<file path="config.mk">
export PLATFORM = sky130hd
export DESIGN_NAME = presynaptic_release_cb1_adaptation
export DESIGN_NICKNAME = d
export VERILOG_FILES = /design/src/cb1a_pkg.sv /design/src/cb1a_ctrl.sv /design/src/cb1a_datapath.sv /design/src/presynaptic_release_cb1_adaptation.sv
export SDC_FILE = /design/constraint.sdc
export NUM_CORES = 2
export LEC_CHECK = 0
export BUFFER_PORTS_ARGS = -buffer_cell sky130_fd_sc_hd__buf_2
export CAP_MARGIN = 10
export CORE_UTILIZATION = 30
export CTS_CLUSTER_SIZE = 24
export DETAILED_ROUTE_END_ITERATION = 8
export GPL_TIMING_DRIVEN = 0
export PLACE_DENSITY = 0.53
export SLEW_MARGIN = 20
export SYNTH_ARGS = -nofsm -noshare
export SYNTH_HDL_FRONTEND = slang
export SYNTH_SLANG_ARGS = --single-unit
</file>
<file path="constraint.sdc">
create_clock -name clk -period 24.4 [get_ports clk]
set_input_delay 2.44 -clock clk [delete_from_list [all_inputs] [get_ports clk]]
set_output_delay 2.44 -clock clk [all_outputs]
set_load 0.005 [all_outputs]
</file>
<file path="src/cb1a_pkg.sv">
// cb1a_pkg: shared types, constants, microcode table and saturation helpers
// for the presynaptic release / CB1 adaptation block. No dependencies.
`default_nettype none

package cb1a_pkg;

	localparam int NUM_STEPS = 11;
	localparam int PC_W      = $clog2(NUM_STEPS);

	localparam logic [2:0] CFG_RISE_STEP    = 3'd0;
	localparam logic [2:0] CFG_FALL_STEP    = 3'd1;
	localparam logic [2:0] CFG_RECOVER_STEP = 3'd2;
	localparam logic [2:0] CFG_ADAPT_RATE   = 3'd3;
	localparam logic [2:0] CFG_MAX_TRANS    = 3'd4;
	localparam logic [2:0] CFG_GOODWIN_CONN = 3'd5;
	localparam logic [2:0] CFG_ECB_CONN     = 3'd6;

	localparam logic [PC_W-1:0] STEP_NOECB = PC_W'(6);
	localparam logic [PC_W-1:0] STEP_CUR   = PC_W'(7);

	typedef enum logic [2:0] {
		A_AVAIL,
		A_GY,
		A_EL,
		A_ECB_RISE,
		A_RISE_CUR,
		A_MAX_AVAIL,
		A_RATE
	} a_sel_t;

	typedef enum logic [2:0] {
		B_SW,
		B_GW,
		B_EW,
		B_RISE,
		B_FALL,
		B_RECOVER,
		B_MIN
	} b_sel_t;

	typedef enum logic [3:0] {
		WB_NONE,
		WB_REL,
		WB_REC,
		WB_ECB,
		WB_UNB,
		WB_RISE,
		WB_NOECB,
		WB_CUR,
		WB_ACC,
		WB_AVAIL
	} wb_op_t;

	typedef enum logic [1:0] {
		J_NONE,
		J_NO_ECB,
		J_ALWAYS
	} jmp_t;

	typedef struct packed {
		logic            mul_en;
		a_sel_t          a_sel;
		b_sel_t          b_sel;
		wb_op_t          wb;
		jmp_t            jmp;
		logic [PC_W-1:0] target;
		logic            last;
	} cw_t;

	typedef struct packed {
		cw_t  cw;
		logic exec;
		logic load_in;
	} ctrl_t;

	// microprogram: a step multiplies into the product register and/or writes
	// back the product formed by the step before
	function automatic cw_t ucode(logic [PC_W-1:0] pc);
		cw_t w;
		w = '{mul_en: 1'b0, a_sel: A_AVAIL, b_sel: B_SW, wb: WB_NONE,
			jmp: J_NONE, target: '0, last: 1'b0};
		unique case (pc)
			PC_W'(0): begin
				w.mul_en = 1'b1; w.a_sel = A_AVAIL; w.b_sel = B_SW;
			end
			PC_W'(1): begin
				w.mul_en = 1'b1; w.a_sel = A_GY; w.b_sel = B_GW; w.wb = WB_REL;
			end
			PC_W'(2): begin
				w.mul_en = 1'b1; w.a_sel = A_EL; w.b_sel = B_EW; w.wb = WB_REC;
				w.jmp = J_NO_ECB; w.target = STEP_NOECB;
			end
			PC_W'(3): begin
				w.wb = WB_ECB;
			end
			PC_W'(4): begin
				w.mul_en = 1'b1; w.a_sel = A_ECB_RISE; w.b_sel = B_RISE; w.wb = WB_UNB;
			end
			PC_W'(5): begin
				w.wb = WB_RISE; w.jmp = J_ALWAYS; w.target = STEP_CUR;
			end
			PC_W'(6): begin
				w.wb = WB_NOECB;
			end
			PC_W'(7): begin
				w.mul_en = 1'b1; w.a_sel = A_RISE_CUR; w.b_sel = B_FALL;
			end
			PC_W'(8): begin
				w.mul_en = 1'b1; w.a_sel = A_MAX_AVAIL; w.b_sel = B_RECOVER; w.wb = WB_CUR;
			end
			PC_W'(9): begin
				w.mul_en = 1'b1; w.a_sel = A_RATE; w.b_sel = B_MIN; w.wb = WB_ACC;
			end
			PC_W'(10): begin
				w.wb = WB_AVAIL; w.last = 1'b1;
			end
			default: begin
				w.last = 1'b1;
			end
		endcase
		return w;
	endfunction

	function automatic logic signed [15:0] sat_s16(logic signed [21:0] x);
		logic signed [15:0] r;
		if (x > 22'sd32767)
			r = 16'sh7fff;
		else if (x < -22'sd32768)
			r = 16'sh8000;
		else
			r = x[15:0];
		return r;
	endfunction

	function automatic logic [14:0] sat_u15(logic signed [21:0] x);
		logic [14:0] r;
		if (x < 22'sd0)
			r = '0;
		else if (x > 22'sd32767)
			r = 15'h7fff;
		else
			r = x[14:0];
		return r;
	endfunction

	function automatic logic [12:0] sat_one(logic signed [21:0] x);
		logic [12:0] r;
		if (x < 22'sd0)
			r = '0;
		else if (x > 22'sd4096)
			r = 13'd4096;
		else
			r = x[12:0];
		return r;
	endfunction

endpackage

`default_nettype wire

</file>
<file path="src/cb1a_ctrl.sv">
// cb1a_ctrl: microcode sequencer - step counter, control table lookup,
// conditional jumps, input/output transfer control. Uses cb1a_pkg.
`default_nettype none

module cb1a_ctrl (
	input  wire logic           clk,
	input  wire logic           arst_n,
	input  wire logic           in_valid,
	output logic                in_stall,
	output logic                out_valid,
	input  wire logic           out_stall,
	input  wire logic           ecb_conn,
	output cb1a_pkg::ctrl_t     ctl
);

	logic                      busy_q;
	logic [cb1a_pkg::PC_W-1:0] pc_q;
	logic                      out_valid_q;
	cb1a_pkg::cw_t             cw;
	logic                      hold;
	logic                      exec;
	logic                      take;
	logic                      jump;

	assign cw   = cb1a_pkg::ucode(pc_q);
	assign hold = cw.last && out_valid_q && out_stall;
	assign exec = busy_q && !hold;
	assign take = in_valid && !busy_q;

	always_comb begin
		unique case (cw.jmp)
			cb1a_pkg::J_NO_ECB: jump = !ecb_conn;
			cb1a_pkg::J_ALWAYS: jump = 1'b1;
			default:            jump = 1'b0;
		endcase
	end

	always_ff @(posedge clk or negedge arst_n) begin
		if (!arst_n) begin
			busy_q      <= 1'b0;
			pc_q        <= '0;
			out_valid_q <= 1'b0;
		end else begin
			if (take) begin
				busy_q <= 1'b1;
				pc_q   <= '0;
			end else if (exec) begin
				if (cw.last)
					busy_q <= 1'b0;
				pc_q <= jump ? cw.target : pc_q + 1'b1;
			end
			if (exec && cw.last)
				out_valid_q <= 1'b1;
			else if (!out_stall)
				out_valid_q <= 1'b0;
		end
	end

	assign in_stall    = busy_q;
	assign out_valid   = out_valid_q;
	assign ctl.cw      = cw;
	assign ctl.exec    = exec;
	assign ctl.load_in = take;

	a_pc_range: assert property (@(posedge clk) disable iff (!arst_n)
		busy_q |-> (pc_q < cb1a_pkg::PC_W'(cb1a_pkg::NUM_STEPS)))
		else $error("step counter out of range");

	a_start: assert property (@(posedge clk) disable iff (!arst_n)
		take |=> (busy_q && pc_q == '0))
		else $error("accepted transfer did not start program");

	a_finish: assert property (@(posedge clk) disable iff (!arst_n)
		(exec && cw.last) |=> (out_valid_q && !busy_q))
		else $error("last step did not post a result");

	a_no_overrun: assert property (@(posedge clk) disable iff (!arst_n)
		$rose(out_valid_q) |-> $past(busy_q))
		else $error("result posted without a program running");

endmodule

`default_nettype wire

</file>
<file path="src/cb1a_datapath.sv">
// cb1a_datapath: config registers, input capture, shared multiplier,
// state registers, saturating writeback and output registers. Uses cb1a_pkg.
`default_nettype none

module cb1a_datapath (
	input  wire logic               clk,
	input  wire logic               arst_n,
	input  wire cb1a_pkg::ctrl_t    ctl,
	input  wire logic               cfg_we,
	input  wire logic [2:0]         cfg_index,
	input  wire logic [14:0]        cfg_data,
	output logic                    ecb_conn,
	input  wire logic               spike,
	input  wire logic [14:0]        spike_weight,
	input  wire logic signed [15:0] goodwin_y,
	input  wire logic signed [15:0] goodwin_weight,
	input  wire logic signed [15:0] ecb_level,
	input  wire logic signed [15:0] ecb_weight,
	output logic [14:0]             released,
	output logic [12:0]             receptor_level,
	output logic [14:0]             unbound_level,
	output logic signed [15:0]      current_trace,
	output logic [14:0]             available_level
);

	logic [12:0] rise_step_q, fall_step_q, recover_step_q;
	logic [14:0] adapt_rate_q, max_trans_q;
	logic        gw_conn_q, ecb_conn_q;

	logic               spike_q;
	logic [14:0]        sw_q;
	logic signed [15:0] gy_q, gw_q, el_q, ew_q;

	logic [12:0]        rec_q;
	logic signed [15:0] rise_q, cur_q, ecb_q;
	logic [14:0]        avail_q, rel_q, unb_q;
	logic signed [21:0] acc_q;
	logic signed [20:0] prod_q;

	logic signed [16:0] a_mux;
	logic signed [15:0] b_mux;
	logic signed [32:0] product;
	logic signed [15:0] rec_s, min_v;
	logic signed [21:0] pq, rise_sum, cur_sum, unb_diff, acc_sum, avail_diff;
	logic [14:0]        avail_new;

	always_ff @(posedge clk or negedge arst_n) begin
		if (!arst_n) begin
			rise_step_q    <= 13'd410;
			fall_step_q    <= 13'd410;
			recover_step_q <= 13'd410;
			adapt_rate_q   <= 15'd0;
			max_trans_q    <= 15'd4096;
			gw_conn_q      <= 1'b0;
			ecb_conn_q     <= 1'b0;
		end else if (cfg_we) begin
			case (cfg_index)
				cb1a_pkg::CFG_RISE_STEP:    rise_step_q    <= cfg_data[12:0];
				cb1a_pkg::CFG_FALL_STEP:    fall_step_q    <= cfg_data[12:0];
				cb1a_pkg::CFG_RECOVER_STEP: recover_step_q <= cfg_data[12:0];
				cb1a_pkg::CFG_ADAPT_RATE:   adapt_rate_q   <= cfg_data;
				cb1a_pkg::CFG_MAX_TRANS:    max_trans_q    <= cfg_data;
				cb1a_pkg::CFG_GOODWIN_CONN: gw_conn_q      <= cfg_data[0];
				cb1a_pkg::CFG_ECB_CONN:     ecb_conn_q     <= cfg_data[0];
				default: ;
			endcase
		end
	end

	assign ecb_conn = ecb_conn_q;

	always_ff @(posedge clk) begin
		if (ctl.load_in) begin
			spike_q <= spike;
			sw_q    <= spike_weight;
			gy_q    <= goodwin_y;
			gw_q    <= goodwin_weight;
			el_q    <= ecb_level;
			ew_q    <= ecb_weight;
		end
	end

	assign rec_s = $signed({3'b000, rec_q});
	assign min_v = (ecb_q < rec_s) ? ecb_q : rec_s;

	always_comb begin
		case (ctl.cw.a_sel)
			cb1a_pkg::A_AVAIL:     a_mux = $signed({2'b00, avail_q});
			cb1a_pkg::A_GY:        a_mux = 17'(gy_q);
			cb1a_pkg::A_EL:        a_mux = 17'(el_q);
			cb1a_pkg::A_ECB_RISE:  a_mux = 17'(ecb_q) - 17'(rise_q);
			cb1a_pkg::A_RISE_CUR:  a_mux = 17'(rise_q) - 17'(cur_q);
			cb1a_pkg::A_MAX_AVAIL: a_mux = $signed({2'b00, max_trans_q})
				- $signed({2'b00, avail_q});
			cb1a_pkg::A_RATE:      a_mux = $signed({2'b00, adapt_rate_q});
			default:               a_mux = '0;
		endcase
		case (ctl.cw.b_sel)
			cb1a_pkg::B_SW:      b_mux = $signed({1'b0, sw_q});
			cb1a_pkg::B_GW:      b_mux = gw_q;
			cb1a_pkg::B_EW:      b_mux = ew_q;
			cb1a_pkg::B_RISE:    b_mux = $signed({3'b000, rise_step_q});
			cb1a_pkg::B_FALL:    b_mux = $signed({3'b000, fall_step_q});
			cb1a_pkg::B_RECOVER: b_mux = $signed({3'b000, recover_step_q});
			cb1a_pkg::B_MIN:     b_mux = min_v;
			default:             b_mux = '0;
		endcase
	end

	assign product = a_mux * b_mux;

	// floor(x / 4096) is the arithmetic shift of the two's complement product
	always_ff @(posedge clk) begin
		if (ctl.exec && ctl.cw.mul_en)
			prod_q <= product[32:12];
	end

	assign pq         = 22'(prod_q);
	assign rise_sum   = 22'(rise_q) + pq;
	assign cur_sum    = 22'(cur_q) + pq;
	assign unb_diff   = $signed({9'd0, rec_q}) - 22'(ecb_q);
	assign acc_sum    = $signed({7'd0, avail_q}) + pq;
	assign avail_diff = acc_q - pq;
	assign avail_new  = cb1a_pkg::sat_u15(avail_diff);

	always_ff @(posedge clk or negedge arst_n) begin
		if (!arst_n) begin
			rec_q   <= '0;
			rise_q  <= '0;
			cur_q   <= '0;
			avail_q <= '0;
		end else if (ctl.exec) begin
			case (ctl.cw.wb)
				cb1a_pkg::WB_REC:
					if (gw_conn_q)
						rec_q <= cb1a_pkg::sat_one(pq);
				cb1a_pkg::WB_RISE:  rise_q  <= cb1a_pkg::sat_s16(rise_sum);
				cb1a_pkg::WB_NOECB: rise_q  <= '0;
				cb1a_pkg::WB_CUR:   cur_q   <= cb1a_pkg::sat_s16(cur_sum);
				cb1a_pkg::WB_AVAIL: avail_q <= avail_new;
				default: ;
			endcase
		end
	end

	always_ff @(posedge clk) begin
		if (ctl.exec) begin
			case (ctl.cw.wb)
				cb1a_pkg::WB_REL:   rel_q <= spike_q ? cb1a_pkg::sat_u15(pq) : '0;
				cb1a_pkg::WB_ECB:   ecb_q <= cb1a_pkg::sat_s16(pq);
				cb1a_pkg::WB_UNB:   unb_q <= cb1a_pkg::sat_u15(unb_diff);
				cb1a_pkg::WB_NOECB: begin
					ecb_q <= '0;
					unb_q <= {2'b00, rec_q};
				end
				cb1a_pkg::WB_ACC:   acc_q <= acc_sum;
				cb1a_pkg::WB_AVAIL: begin
					released        <= rel_q;
					receptor_level  <= rec_q;
					unbound_level   <= unb_q;
					current_trace   <= cur_q;
					available_level <= avail_new;
				end
				default: ;
			endcase
		end
	end

endmodule

`default_nettype wire

</file>
<file path="src/presynaptic_release_cb1_adaptation.sv">
// presynaptic_release_cb1_adaptation: top level, one bouton tick per transfer.
// Depends on cb1a_pkg, cb1a_ctrl, cb1a_datapath.
//
//   channel  handshake            payload
//   in       in_valid/in_stall    spike, spike_weight, goodwin_y, goodwin_weight,
//                                 ecb_level, ecb_weight
//   out      out_valid/out_stall  released, receptor_level, unbound_level,
//                                 current_trace, available_level
//   cfg      cfg_we               cfg_index, cfg_data
//
// A tick runs as a microprogram on one shared 17x16 multiplier: 10 steps with
// the eCB input connected, 8 without, after the input transfer.
// The single multiplier sets the count: seven products with eCB, six without,
// each written back by the step that follows it, but the eCB product without eCB.
// in_stall is high while a program runs; a finished result sits in the output
// registers, and the last step waits only if the previous result is still stalled.
// Reset clears the state and the config registers to their defaults; no sweep.
`default_nettype none

module presynaptic_release_cb1_adaptation (
	input  wire logic               clk,
	input  wire logic               arst_n,
	input  wire logic               in_valid,
	output logic                    in_stall,
	input  wire logic               spike,
	input  wire logic [14:0]        spike_weight,
	input  wire logic signed [15:0] goodwin_y,
	input  wire logic signed [15:0] goodwin_weight,
	input  wire logic signed [15:0] ecb_level,
	input  wire logic signed [15:0] ecb_weight,
	output logic                    out_valid,
	input  wire logic               out_stall,
	output logic [14:0]             released,
	output logic [12:0]             receptor_level,
	output logic [14:0]             unbound_level,
	output logic signed [15:0]      current_trace,
	output logic [14:0]             available_level,
	input  wire logic               cfg_we,
	input  wire logic [2:0]         cfg_index,
	input  wire logic [14:0]        cfg_data
);

	cb1a_pkg::ctrl_t ctl;
	logic            ecb_conn;

	cb1a_ctrl u_ctrl (
		.clk       (clk),
		.arst_n    (arst_n),
		.in_valid  (in_valid),
		.in_stall  (in_stall),
		.out_valid (out_valid),
		.out_stall (out_stall),
		.ecb_conn  (ecb_conn),
		.ctl       (ctl)
	);

	cb1a_datapath u_dp (
		.clk             (clk),
		.arst_n          (arst_n),
		.ctl             (ctl),
		.cfg_we          (cfg_we),
		.cfg_index       (cfg_index),
		.cfg_data        (cfg_data),
		.ecb_conn        (ecb_conn),
		.spike           (spike),
		.spike_weight    (spike_weight),
		.goodwin_y       (goodwin_y),
		.goodwin_weight  (goodwin_weight),
		.ecb_level       (ecb_level),
		.ecb_weight      (ecb_weight),
		.released        (released),
		.receptor_level  (receptor_level),
		.unbound_level   (unbound_level),
		.current_trace   (current_trace),
		.available_level (available_level)
	);

endmodule

`default_nettype wire

</file>
## Word level (Yosys, flattened, before mapping)

Cells that the tools add are included.

- Bits of input ports: 103
- Output and inout bits: 76
- Logic and storage cells: 162
- Bits in registers: 380

- Reductions and logical operators: 35
- Multiply operators: 1
- Add/subtract/negate cells: 9
- Bitwise logic cells: 1
- Eq/ne operators: 41
- $lt $le $gt $ge: 13
- Muxes and demuxes: 32

Operators with widths:

| kind | count |
|---|---|
| 17-bit case mux with 7 select lines | 1 |
| 16-bit 2-to-1 mux | 7 |
| 16-bit case mux with 7 select lines | 1 |
| 22-bit by 16-bit greater-than comparator with 1-bit output (second input constant) | 4 |
| 15-bit 2-to-1 mux | 5 |
| 16-bit by 21-bit adder with 22-bit output | 3 |
| 16-bit case mux with 2 select lines | 2 |
| 7-bit case mux with 7 select lines | 1 |
| 22-bit by 1-bit less-than comparator with 1-bit output (second input constant) | 2 |
| 22-bit by 16-bit less-than comparator with 1-bit output (second input constant) | 2 |
| 4-bit case mux with 9 select lines | 1 |
| 16-bit by 16-bit subtractor with 17-bit output | 2 |
| 17-bit by 16-bit multiplier with 33-bit output | 1 |
| 4-bit by 3-bit == test with 1-bit output (second input constant) | 8 |
| 15-bit case mux with 2 select lines | 1 |
| 2-bit AND reduction | 15 |
| 3-bit == test (second input constant) | 9 |
| 13-bit 2-to-1 mux | 2 |
| 22-bit by 21-bit subtractor with 22-bit output | 1 |
| 21-bit by 14-bit greater-than comparator with 1-bit output (second input constant) | 1 |
| 21-bit by 16-bit greater-than comparator with 1-bit output (second input constant) | 1 |
| 21-bit by 1-bit less-than comparator with 1-bit output (second input constant) | 1 |
| 21-bit by 16-bit less-than comparator with 1-bit output (second input constant) | 1 |
| 4-bit == test (second input constant) | 5 |
| other kinds (24) | 55 |

## Longest topological paths before layout

- Depth in word-level cells: 9
- Depth in mapped cells: 41
- Mapped depth without buffers: 39

## Modules after synthesis

A second synthesis with hierarchy kept.

- Cells, all modules: 3173
- Area total of the unflattened synthesis: 32224.7 µm²

By module, submodules not included:

| module | sequential area each (µm²) | times used | area an instance (µm²) | cells an instance |
|---|---|---|---|---|
| cb1a_datapath | 10595.2 | 1 | 31526.5 | 3086 |
| cb1a_ctrl | 150.1 | 1 | 698.2 | 87 |

## Worst setup path before layout

Ideal clock, no wire load.

- Path type: register -> register
- Start point: register u_dp.ecb_q[1]
- End point: register u_dp.prod_q[20], data pin
- Library setup time: 260 ps
- Arrival time: 10285 ps
- Cell stages (with the launch flop): 39
- Setup slack: 13855 ps
- Period minus slack after synthesis: 10545 ps
- Path buffers: 2
- Cells stage by stage: edfxtp_1 -> inv_1 -> ha_1 -> nor2b_1 -> o21ai_0 -> a21boi_1 -> o21ai_0 -> a21boi_1 -> o21ai_0 -> a31oi_1 -> a31oi_1 -> or4_1 -> ha_1 -> a31oi_1 -> clkbuf_1 -> mux2_2 -> a221oi_1 -> clkbuf_1 -> (+3 left out) -> fa_1 -> fa_1 -> fa_1 -> inv_1 -> fa_1 -> fa_1 -> ha_1 -> a21oi_1 -> o21ai_0 -> a2111oi_0 -> nor2_1 -> a32oi_2 -> o31ai_2 -> a221o_1 -> a221oi_4 -> o21ai_1 -> a31oi_1 -> xnor2_1

- Cells in the longest elaborated chain, start to end: 4

Ends and longest elaborated chain:

| what | RTL line | RTL |
|---|---|---|
| start: declaration | cb1a_datapath.sv:35 | `logic signed [15:0] rise_q, cur_q, ecb_q;` |
| start signal: assignment | cb1a_datapath.sv:150 | `cb1a_pkg::WB_ECB: ecb_q <= cb1a_pkg::sat_s16(pq);` |
| 16-bit by 14-bit less-than comparator with 1-bit output | cb1a_datapath.sv:84 | `assign min_v = (ecb_q < rec_s) ? ecb_q : rec_s;` |
| 16-bit 2-to-1 mux | cb1a_datapath.sv:84 |  |
| 16-bit case mux with 7 select lines | cb1a_datapath.sv:98 | `case (ctl.cw.b_sel)` |
| 17-bit by 16-bit multiplier with 33-bit output (*) | cb1a_datapath.sv:110 | `assign product = a_mux * b_mux;` |
| named net u_dp.product[32] | cb1a_datapath.sv:42 | `logic signed [32:0] product;` |
| end signal: assignment | cb1a_datapath.sv:115 | `prod_q <= product[32:12];` |
| end: declaration | cb1a_datapath.sv:38 | `logic signed [20:0] prod_q;` |

Mark *: on every way through the listed nets, which the timed path passes. The rest lies on a longest branch.
A chain may end at the register's enable or synchronous reset.

## Final worst setup path

- Start point: register u_dp.ecb_q[1]
- End point: register u_dp.prod_q[17], data pin

The elaborated chain is that of the path after synthesis.

==> impl_metrics.yaml <==
placement:
  gp_congestion: 0.945
  port_buffers: 177
  hpwlAfterDp_um: 81100
synth:
  syn_inst: 3091
  synthTopCellsByArea: "edfxtp_1 (23%), fa_1 (18%), dfrtp_1 (9.7%)"
  synth_top_area_share_pct: 23.3
  synth-seq-area-share_pct: 34.4
  ys_async_sr_fraction_pct: 36.1
  yosys_most_used_dff: "edfxtp_1"
  synth-edff-count: 243
  yosys_warnings: 0
  syn_area_um2: 31300
  ys_types: 92
  synth-seq-cells: 380
  syn-num-nets: 3704
  avgSynthCellArea_um2: 10.1
  yosys.area.top_type: "edfxtp_1"
timing:
  worst_pin_slew_ns: 1.22
  setup_viol: 0
  finalCriticalPeriod_ns: 13.62
  slew_headroom_pct: 18.4
  hold_viol_final: 0
  rsz0062_at_grt: "no"
  finClkSkew_ns: 0.0338
  max_freq_mhz: 73.4
  slew_viol_final: 0
  setup-tns-final_ns: 0
  fin_crit_sh_pct: 55.8
critical_path:
  critPathLaunchType: "flip-flop"
  crit_arrival_ns: 13.94
  r2r_start: "u_dp.ecb_q[1]$_SDFFCE_PP0P_"
  slowest_delay_ns: 0.79
  cp_slowest_cell: "clkbuf_1"
  crit_type: "reg2reg"
  critPathMostFrequentCell: "fa_1"
  reg2reg_to: "u_dp.prod_q[17]$_DFFE_PP_"
  r2r_cells: 39
  path_max_fanout: 10
  crit_start: "u_dp.ecb_q[1]$_SDFFCE_PP0P_"
  regToRegSetupSlack_ns: 10.78
  cp.required_ns: 24.72
  end_kind: "flip-flop"
global_routing:
  grt_pass1_vias: 23300
  grt_max_degree: 71
  overflow: 0
  grt_pass1_wl_um: 148000
  antenna_found_initial: 3
  track_usage_pct: 18.7
hold_path:
  holdPathEnd: "u_dp.released[14]$_DFFE_PP_"
  holdPathStages: 0
  min_from: "u_dp.rel_q[14]$_SDFFCE_PP0P_"
  hold_class: "reg2reg"
detailed_routing:
  via_per_inst: 4.96
  ant_nets: 0
  drt-initial-drc-count: 2013
  dr.pass1.iters: 6
  drc_errors: 0
  via_count: 23500
  wl_per_cell_um: 21.0
  routed_wl_um: 99400
clocking:
  clkTransAtPathRegs_ns: 0.06
  cts_tree: "built"
  ctsHtreeMaxLevel: 2
  post_cts.repair.setup_buffers: 0
  clock_latency_ns: 0.61
  clock_path_buffers: 3
  cts_resized: 0
  clkSinkCount: 380
  cts-root-buf: "clkbuf_16"
  hold_buffers: 0
  cts_buffers: 41
run_status:
  status: "finished, final reports clean"
floorplanning:
  start_util_pct: 30.2
  ios: 179
  die_x_um: 325
  die-area_um2: 105000
  core_area_um2: 103000
  std_cell_rows: 118
  die_h_um: 325
finish:
  synthToLayoutAreaGrowth_pct: 13.8
  drive_gt1_share_pct: 12.8
  fin_nets: 3939
run:
  maxCapViolCount: 0
cells in the mapped netlist (all sizes together) (7+ instances only):
cell / n
a211oi: 7
a21boi: 21
a21o: 51
a21oi: 134
a221oi: 18
a222oi: 12
a22oi: 39
a31oi: 33
and2: 19
and3: 13
buf: 21
clkbuf: 82
dfrtp: 121
dfstp: 16
edfxtp: 243
fa: 284
ha: 226
inv: 475
mux2: 74
mux2i: 13
nand2: 284
nand2b: 23
nand3: 36
nand3b: 7
nand4: 7
nor2: 306
nor2b: 20
nor3: 38
o211a: 7
o211ai: 13
o21a: 18
o21ai: 137
o21bai: 15
o221a: 13
o31ai: 26
or2: 19
xnor2: 88
xor2: 36
cells by family (layout without fill, tap and decap cells):
family	after synthesis	count (layout)	share of synthesized area (%)
compound gates	599	599	13.2
xor+xnor	124	124	3.48
simple gates	813	813	11.6
other cells	0	2	0
mux	87	87	3.08
fa+ha+maj	510	510	27.2
buf+inv	578	846	7.05
flops	380	380	34.4
flip-flops by register name, indices dropped and copies added, names as in the netlist, 16 cells and up:
name	count
u_dp.gw_q	16
u_dp.current_trace	16
u_dp.prod_q	21
u_dp.acc_q	22
u_dp.rise_q	16
u_dp.cur_q	16
u_dp.ecb_q	16
u_dp.gy_q	16
u_dp.el_q	16
u_dp.ew_q	16
final cells by class:
| type | instances | area (um2) |
|---|---|---|
| sequential | 380 | 10700 |
| tap | 1380 | 1730 |
| fill | 10700 | 67800 |
| buffer | 103 | 424 |
| antenna | 2 | 5.00 |
| timing repair buffer | 192 | 1120 |
| inverter | 475 | 1780 |
| clock buffer | 51 | 1110 |
| clock inverter | 25 | 284 |
| multi-input combinational | 2133 | 18400 |
stage by stage:
step / hold slack, ns / utilization (%) / area, um2 / setup slack (ns) / instances
finish: 0.416 / 34.4 / 35600 / 10.78 / 4741
CTS: 0.418 / 34.4 / 35600 / 10.70 / 4738
detailed placement: 0.405 / 33.1 / 34200 / 10.78 / 4662
global placement: 0.403 / 32.8 / 33900 / 10.11 / 4648
floorplan: 0.400 / - / 31300 / 13.85 / 3091
global route: 0.420 / 34.4 / 35600 / 10.02 / 4740
routing by layer:
layer,vias to the layer above,wire [um],share of wire [%],global-route usage [%]
met5,-,13,0.013,0
li1,11000,-,-,-
met1,11700,45500,46,26.7
met4,2,1920,1.9,3.81
met3,115,6950,7.0,2.85
met2,797,45000,45,30.0
how the worst max path moves through the flow:
stage                                end  slack [ns]
3_5_place_dp   u_dp.prod_q[17]$_DFFE_PP_       10.78
3_3_place_gp   u_dp.prod_q[17]$_DFFE_PP_       10.11
6_report       u_dp.prod_q[17]$_DFFE_PP_       10.78
4_1_cts        u_dp.prod_q[17]$_DFFE_PP_       10.70
5_1_grt        u_dp.prod_q[17]$_DFFE_PP_       10.02
2_1_floorplan  u_dp.prod_q[20]$_DFFE_PP_       13.85
critical path, delay by kind of cell (launching register included):
| kind | cells | cell delay [ns] |
|---|---|---|
| xor gates and xnor gates | 1 | 0.35 |
| AOI/OAI and AO/OA | 18 | 5.04 |
| buffers and inverters | 6 | 1.84 |
| adders and majority gates | 9 | 4.13 |
| DFF | 1 | 0.56 |
| muxes | 1 | 0.51 |
| and+or+nand+nor | 4 | 0.85 |
layout by cell type, fill, tap and decap left out, types with 25 or more instances in the layout:
cell and n:
a31oi_1 33, a22oi_1 39, nor3_1 38, a21oi_1 132
ha_1 226, inv_1 473, xnor2_1 88, nand2_1 284
xor2_1 36, edfxtp_1 243, o21ai_0 112, buf_2 197
nand3_1 36, fa_1 284, o31ai_1 25, mux2_2 74
clkbuf_1 88, clkbuf_16 43, nor2_1 304, a21o_1 51
dfrtp_1 121
Power is not shown: default switching activity piles up to over one toggle a cycle in this logic, so the estimate is an artifact.
